### src/rtl/sbcs_pkg.sv
// Package for the swept box collide/slide core: fixed-point constants and state codes.
// Used by rtl/sbcs_div.sv and rtl/swept_box_collide_slide_core.sv; depends on nothing.
package sbcs_pkg;

    localparam int FRAC_BITS = 16;
    localparam int NUM_W     = 64;
    localparam int QUO_W     = 64;
    localparam int CNT_W     = 7;
    localparam logic signed [63:0] ONE_FX  = 64'sd1 <<< FRAC_BITS;
    localparam logic signed [63:0] EPS_FX  = ((64'sd1 <<< FRAC_BITS) + 64'sd500) / 64'sd1000;
    localparam logic signed [63:0] S32_MAX = 64'sd2147483647;
    localparam logic signed [63:0] S32_MIN = -64'sd2147483648;

    localparam logic [0:0] CFG_MOVER_WIDTH  = 1'b0;
    localparam logic [0:0] CFG_MOVER_HEIGHT = 1'b1;

    typedef enum logic [3:0] {
        ST_IDLE,
        ST_AXIS,
        ST_T0_WAIT,
        ST_T1_START,
        ST_T1_WAIT,
        ST_SLAB,
        ST_FACE,
        ST_CLIP,
        ST_OUT
    } state_t;

    typedef struct packed {
        logic start;
        logic busy;
        logic done;
    } div_ctl_t;

    function automatic logic signed [63:0] sat32(input logic signed [63:0] v);
        if (v > S32_MAX) return S32_MAX;
        if (v < S32_MIN) return S32_MIN;
        return v;
    endfunction

    function automatic logic signed [63:0] absv(input logic signed [63:0] v);
        return (v < 0) ? -v : v;
    endfunction

endpackage

### src/rtl/sbcs_div.sv
// Radix-2 signed divider, one quotient bit per cycle, quotient truncated toward zero.
// Depends on rtl/sbcs_pkg.sv.
module sbcs_div
    import sbcs_pkg::*;
(
    input  logic                    clk,
    input  logic                    rst_n,
    input  logic                    start,
    input  logic signed [NUM_W-1:0] num,
    input  logic signed [NUM_W-1:0] den,
    output div_ctl_t                ctl,
    output logic signed [QUO_W-1:0] quo
);

    logic [NUM_W-1:0] rem_reg, rem_next;
    logic [NUM_W-1:0] q_reg, q_next;
    logic [NUM_W-1:0] d_reg, d_next;
    logic             neg_reg, neg_next;
    logic [CNT_W-1:0] cnt_reg, cnt_next;
    logic             busy_reg, busy_next;
    logic             done_reg, done_next;
    logic [NUM_W:0]   trial;
    logic [NUM_W-1:0] sh;

    always_ff @(posedge clk or negedge rst_n)
    begin
        if (!rst_n)
        begin
            busy_reg <= 1'b0;
            done_reg <= 1'b0;
            cnt_reg  <= '0;
        end
        else
        begin
            busy_reg <= busy_next;
            done_reg <= done_next;
            cnt_reg  <= cnt_next;
        end
    end

    always_ff @(posedge clk)
    begin
        rem_reg <= rem_next;
        q_reg   <= q_next;
        d_reg   <= d_next;
        neg_reg <= neg_next;
    end

    always_comb
    begin
        rem_next  = rem_reg;
        q_next    = q_reg;
        d_next    = d_reg;
        neg_next  = neg_reg;
        cnt_next  = cnt_reg;
        busy_next = busy_reg;
        done_next = 1'b0;
        sh        = {rem_reg[NUM_W-2:0], q_reg[NUM_W-1]};
        trial     = {1'b0, sh} - {1'b0, d_reg};
        if (start)
        begin
            rem_next  = '0;
            q_next    = num[NUM_W-1] ? -num : num;
            d_next    = den[NUM_W-1] ? -den : den;
            neg_next  = num[NUM_W-1] ^ den[NUM_W-1];
            cnt_next  = '0;
            busy_next = 1'b1;
        end
        else if (busy_reg)
        begin
            // Remainder shift drops its top bit only when it is zero: remainder < divisor.
            if (!trial[NUM_W] || rem_reg[NUM_W-1])
            begin
                rem_next = trial[NUM_W-1:0];
                q_next   = {q_reg[NUM_W-2:0], 1'b1};
            end
            else
            begin
                rem_next = sh;
                q_next   = {q_reg[NUM_W-2:0], 1'b0};
            end
            cnt_next = cnt_reg + 1'b1;
            if (cnt_reg == CNT_W'(NUM_W - 1))
            begin
                busy_next = 1'b0;
                done_next = 1'b1;
            end
        end
    end

    assign ctl.start = start;
    assign ctl.busy  = busy_reg;
    assign ctl.done  = done_reg;
    assign quo       = neg_reg ? -$signed(q_reg) : $signed(q_reg);

endmodule
### config.mk
export PLATFORM = sky130hd
export DESIGN_NAME = sbcs_div
export DESIGN_NICKNAME = d
export VERILOG_FILES = /design/src/rtl/sbcs_pkg.sv /design/src/rtl/sbcs_div.sv
export SDC_FILE = /design/constraint.sdc
export NUM_CORES = 1
export LEC_CHECK = 0
export BUFFER_PORTS_ARGS = -buffer_cell sky130_fd_sc_hd__buf_2
export CAP_MARGIN = 10
export CORE_MARGIN = 10
export CORE_UTILIZATION = 60
export DETAILED_ROUTE_END_ITERATION = 8
export PLACE_DENSITY = 0.82
export SYNTH_ARGS = -nofsm -noshare
export SYNTH_HDL_FRONTEND = slang
export SYNTH_SLANG_ARGS = --single-unit
### constraint.sdc
create_clock -name clk -period 4.5 [get_ports clk]
set_clock_uncertainty 0.2 [all_clocks]
set_input_delay 0.45 -clock clk [delete_from_list [all_inputs] [get_ports clk]]
set_output_delay 0.45 -clock clk [all_outputs]
set_load 0.005 [all_outputs]
# Word level (Yosys, flattened, before mapping)

Cells that the tools add are included.

Flip-flop bits (word level): 202
Input port bits: 131
Output and inout bits: 67
Logic and storage cells: 33

Mux-type cells: 15
Bitwise operators: 1
$add $sub $neg: 5
Equal/unequal tests: 1
Reductions and logical operators: 3

Operators with widths:

| kind                  | number |
|---|---|
| $mux W64              | 5 |
| $neg A64 Y64          | 3 |
| $sub A64 B64 Y65      | 1 |
| $mux W63              | 1 |
| $mux W7               | 2 |
| $add A7 B1 Y7 const B | 1 |
| $eq A7 B6 Y1 const B  | 1 |
| $mux W1               | 7 |
| $reduce_bool A2 Y1    | 1 |
| $logic_not A1 Y1      | 1 |
| $logic_or A1 B1 Y1    | 1 |
| $xor A1 B1 Y1         | 1 |

# Logic depth before layout (Yosys ltp)

Depth in word-level cells: 6
Depth in mapped cells: 14

# Worst setup path after synthesis

No wires, ideal clock.

Path kind: register -> output
Start: register q_reg[15]
End: output quo[59]
Stages on the path, launching flop included: 11
Setup slack: 0.253 ns
Arrival: 3.597 ns
Data required time: 3.850 ns
Cells stage by stage: edfxtp_1 > or3_4 > or4_4 > or4_4 > buf_6 > or3_4 > or3_4 > or3_4 > or2_4 > o41ai_4 > xnor2_1

Longest elaborated chain between the ends: 2

Ends and longest elaborated chain:

| item                   | line           | text |
|---|---|---|
| from (decl)            | sbcs_div.sv:16 | `logic [NUM_W-1:0] q_reg, q_next;` |
| from (signal assigned) | sbcs_div.sv:44 | `q_reg <= q_next;` |
| $neg A64 Y64           | sbcs_div.sv:94 | `assign quo = neg_reg ? -$signed(q_reg) : $signed(q_reg);` |
| $mux W64               | sbcs_div.sv:94 |  |
| to (decl)              | sbcs_div.sv:12 | `output logic signed [QUO_W-1:0] quo` |

No other way between the ends.

# Final worst setup path

Start: register q_reg[13]
End: output quo[59]

The elaborated chain is that of the path after synthesis.

==> results.txt <==
- HP Class: in -> reg
- Worst relative slew slack: 0.2254
* Area after DPL: 17,010 um^2
- For this run, the top clock speed supported by timing is 206.7 MHz.
* Cell with the largest stage delay on the worst path: sky130_fd_sc_hd__or4_4
- The worst setup path is launched from a flop.
- CP Class: reg -> out
- The clock passes through at most 3 buffers.
- Pin slew with the least headroom to its limit: 1162 ps
- Row generation in the floorplan step produced 59 rows.
* Leak Pwr: 0.007122 uW
* Final-report max-slew violation count: 0
- Ranked by total cell area, the synthesized netlist is headed by sky130_fd_sc_hd__edfxtp_1, sky130_fd_sc_hd__xnor2_1, sky130_fd_sc_hd__dfxtp_1, sky130_fd_sc_hd__ha_1, sky130_fd_sc_hd__nand2_1.
- Setup repair after global routing missed its margin: true
- Crit path cell chain: or3_4 > or4_4 > or4_4 > or3_4 > or3_4 > or3_4 > or2_4 > o41ai_4 > xnor2_1 > buf_2
* Area share of the largest cell type after synthesis: 0.2466
- Count of mapped cells out of synthesis: 1,882
* Failing checks: negative setup slack
* Share of final-layout standard cells stronger than drive strength 1: 0.1584
* Design Area, Final: 18,030 um^2
* Final setup violating endpoints: 11
- Maximum number of pins on one net before global-route repair: 143
* Num CTS Buffers: 23
- VDD sags by at most 0.0003491 V.
- Yosys mapped the design onto 71 distinct sky130hd cell types.
- Total number of vias: 15,105
- Global routing usage summed across all routing layers: 0.2626
- For this run, the register share of the synthesized area comes to 0.3425.
- The congestion estimate from routability-driven global placement came to 0.9734.
- For the worst-skew pair, the clock arrives at the later sink with an insertion delay of 520 ps.
- CTS built an H-tree with a depth of 1.
* Antenna Diode Count: 0
* Fraction of synthesis flops using an asynchronous set or reset pin: 0.04455
- Most common cell in the synthesized netlist: sky130_fd_sc_hd__nand2_1
* Final Hold Vio Count: 0
- The total overflow left after global routing is 0.
- Once routing completed, OpenROAD measured the worst setup slack at -337.0 ps.
* Final nets: 2,254
* I/O pin count: 198
- Register bit count reported by yosys: 202
- The clock drives 202 sinks.
* Starting DRT DRC Count: 1,492
- In this design, the stage delay of the slowest critical-path cell is 540 ps.
* Fin crit share: 1.075
- Cells after DPL: 2,345
* Antenna violations before repair: 1
- Netlist area before placement: 15,710 um^2
- The worst setup path is captured at a primary output.
- Filler cell count: 2,090
* DRC Markers: 0
* Area used by multi-input combinational logic: 9721 um^2
- Number of maximum-capacitance constraint violations: 0
* Routed wire length per instance: 18.99 um
- For the worst setup path, the data required time is 3850 ps.
- Synth top cells by count: sky130_fd_sc_hd__nand2_1, sky130_fd_sc_hd__nor2_1, sky130_fd_sc_hd__xnor2_1, sky130_fd_sc_hd__a21oi_1, sky130_fd_sc_hd__edfxtp_1
- Die ar.: 33,050 um^2
- Post-Synthesis Net Count: 2,082
- HPWL after DPL: 33.98 mm
* TritonCTS clock tree: built
- The number of global-route vias before repair came to 14,709.
- Sequential cell area: 5384 um^2
- Most used DFF post-synth: sky130_fd_sc_hd__edfxtp_1
- Summed over all layers, the routed wires come to 45.69 mm.
- The Yosys step of the flow raised 0 warnings.
- In this run the horizontal extent of the chip is 181.8 um.
* Starting density of the core: 0.6062
- Library cell used as clock root buffer: sky130_fd_sc_hd__clkbuf_16
- In this run, synthesis inferred 129 flip-flops with an integrated enable.
- First-pass DRT Iterations: 6
- The region available for standard cell placement spans 25,910 um^2.
- Adding up every negative setup slack in the final design gives -2061 ps.
* Run status: finished with violations
- Averaged over all synthesized cells, the footprint is 8.346 um^2.
- The routed design could run at a clock period as short as 4837 ps.
- Clock Pin Slew Worst Setup and Hold Paths: 60 ps
- The first global-routing pass estimated 73.91 mm of wire.
- Of all cell types, the one taking the most synthesized area is sky130_fd_sc_hd__edfxtp_1.
- The finished layout holds 2,406 standard cells, fillers aside.
- Post-route ant nets: 0
- Port Buf Inserts: 197
* Max Fanout on Critical Path: 3
* Area added between synthesis and finish: 14.78%
* Average vias per placed instance: 6.278
- For the worst setup path, the data arrival time is 4190 ps.
* Chip Height: 181.8 um
- Dominant cell type by count on the critical path: sky130_fd_sc_hd__or3_4
- Power per cell area: 481.3 nW/um^2
## layout by cell type, fill, tap and decap left out, types with 12 or more instances in the layout
cell type,instances
sky130_fd_sc_hd__nor2_1,173
sky130_fd_sc_hd__a21o_1,26
sky130_fd_sc_hd__clkbuf_16,23
sky130_fd_sc_hd__edfxtp_1,129
sky130_fd_sc_hd__nand3_1,36
sky130_fd_sc_hd__buf_4,48
sky130_fd_sc_hd__a21oi_1,145
sky130_fd_sc_hd__or4_1,23
sky130_fd_sc_hd__a311oi_1,49
sky130_fd_sc_hd__nor4_1,13
sky130_fd_sc_hd__o21ai_0,121
sky130_fd_sc_hd__dfxtp_1,64
sky130_fd_sc_hd__ha_1,67
sky130_fd_sc_hd__nand2b_1,16
sky130_fd_sc_hd__a31oi_1,12
sky130_fd_sc_hd__xnor2_1,152
sky130_fd_sc_hd__o31ai_1,61
sky130_fd_sc_hd__xor2_1,85
sky130_fd_sc_hd__buf_2,196
sky130_fd_sc_hd__or3_1,45
sky130_fd_sc_hd__nand4_1,34
sky130_fd_sc_hd__nand2_1,211
sky130_fd_sc_hd__nor3_1,22
sky130_fd_sc_hd__o41ai_1,20
sky130_fd_sc_hd__o211ai_1,13
sky130_fd_sc_hd__inv_1,88
## worst paths after layout
kind,from,end,slack (ps),cells past startpoint
setup / recovery,q_reg[13],quo[59],-340,10
hold / removal,den[61],d_reg[61],40,2
setup reg to reg,q_reg[63],rem_reg[59],330,13
hold reg to reg,rem_reg[56],rem_reg[56],280,2
max in group asynchronous,rst_n,busy_reg,3720,2
min in group asynchronous,rst_n,done_reg,190,2
## routing by layer
layer | track usage | part of all wire
met2 | 0.4381 | 0.47
met1 | 0.3358 | 0.42
met5 | 0 | 0.00035
met3 | 0.05030 | 0.084
met4 | 0.08200 | 0.027
## critical path: cells and delay by family (launching register included)
family	cells	cell delay, ps
DFF	1	400
buffers and inverters	1	130
xor gates and xnor gates	1	150
and+or+nand+nor	7	2770
AOI/OAI and AO/OA	1	220
## through the flow
step	hold slack (ps)	utilization	worst slack [ps]	power, uW
2_1_floorplan	-45.59	-	253.2	5569
3_3_place_gp	108.1	0.6566	124.3	6643
3_5_place_dp	112.7	0.6566	36.93	6729
4_1_cts	25.58	0.6935	-330.7	8613
5_1_grt	34.02	0.6958	-421.4	9253
6_report	35.64	0.6958	-337.0	8677
## where the power goes
| part | internal (uW) | switching [uW] | leakage (uW) | total [uW] |
|---|---|---|---|---|
| combinational | 1640 | 2500 | 0.00485 | 4140 |
| sequential | 2390 | 338 | 0.00193 | 2730 |
| clock | 1070 | 742 | 0.000346 | 1810 |
| total | 5100 | 3580 | 0.00712 | 8680 |
## cells by family after synthesis
logic type                 Yosys count  share of synthesized area
muxes                                8                   0.005098
DFF                                202                     0.3425
and+or+nand+nor                    653                     0.2013
buffers and inverters              194                    0.04779
xor gates and xnor gates           237                     0.1321
adders and majority gates           69                    0.05544
AOI/OAI and AO/OA                  519                     0.2157
## what timing repair did
action	CTS	global route
gates resized for setup	20	7
endpoints found under the hold margin	10	0
endpoints found under the setup margin	9	16
buffers inserted	13	4
pin swaps	9	8
hold buffers	2	0
## layout make-up
cell class	count	area share
repair buffers	252	0.08037
inverters	89	0.01853
flip-flops and latches	202	0.2986
multi-input cells	1486	0.5392
well taps	335	0.02325
clock inverters	4	0.002776
clock buffers	38	0.03727
(Power assumes the default switching activity.)
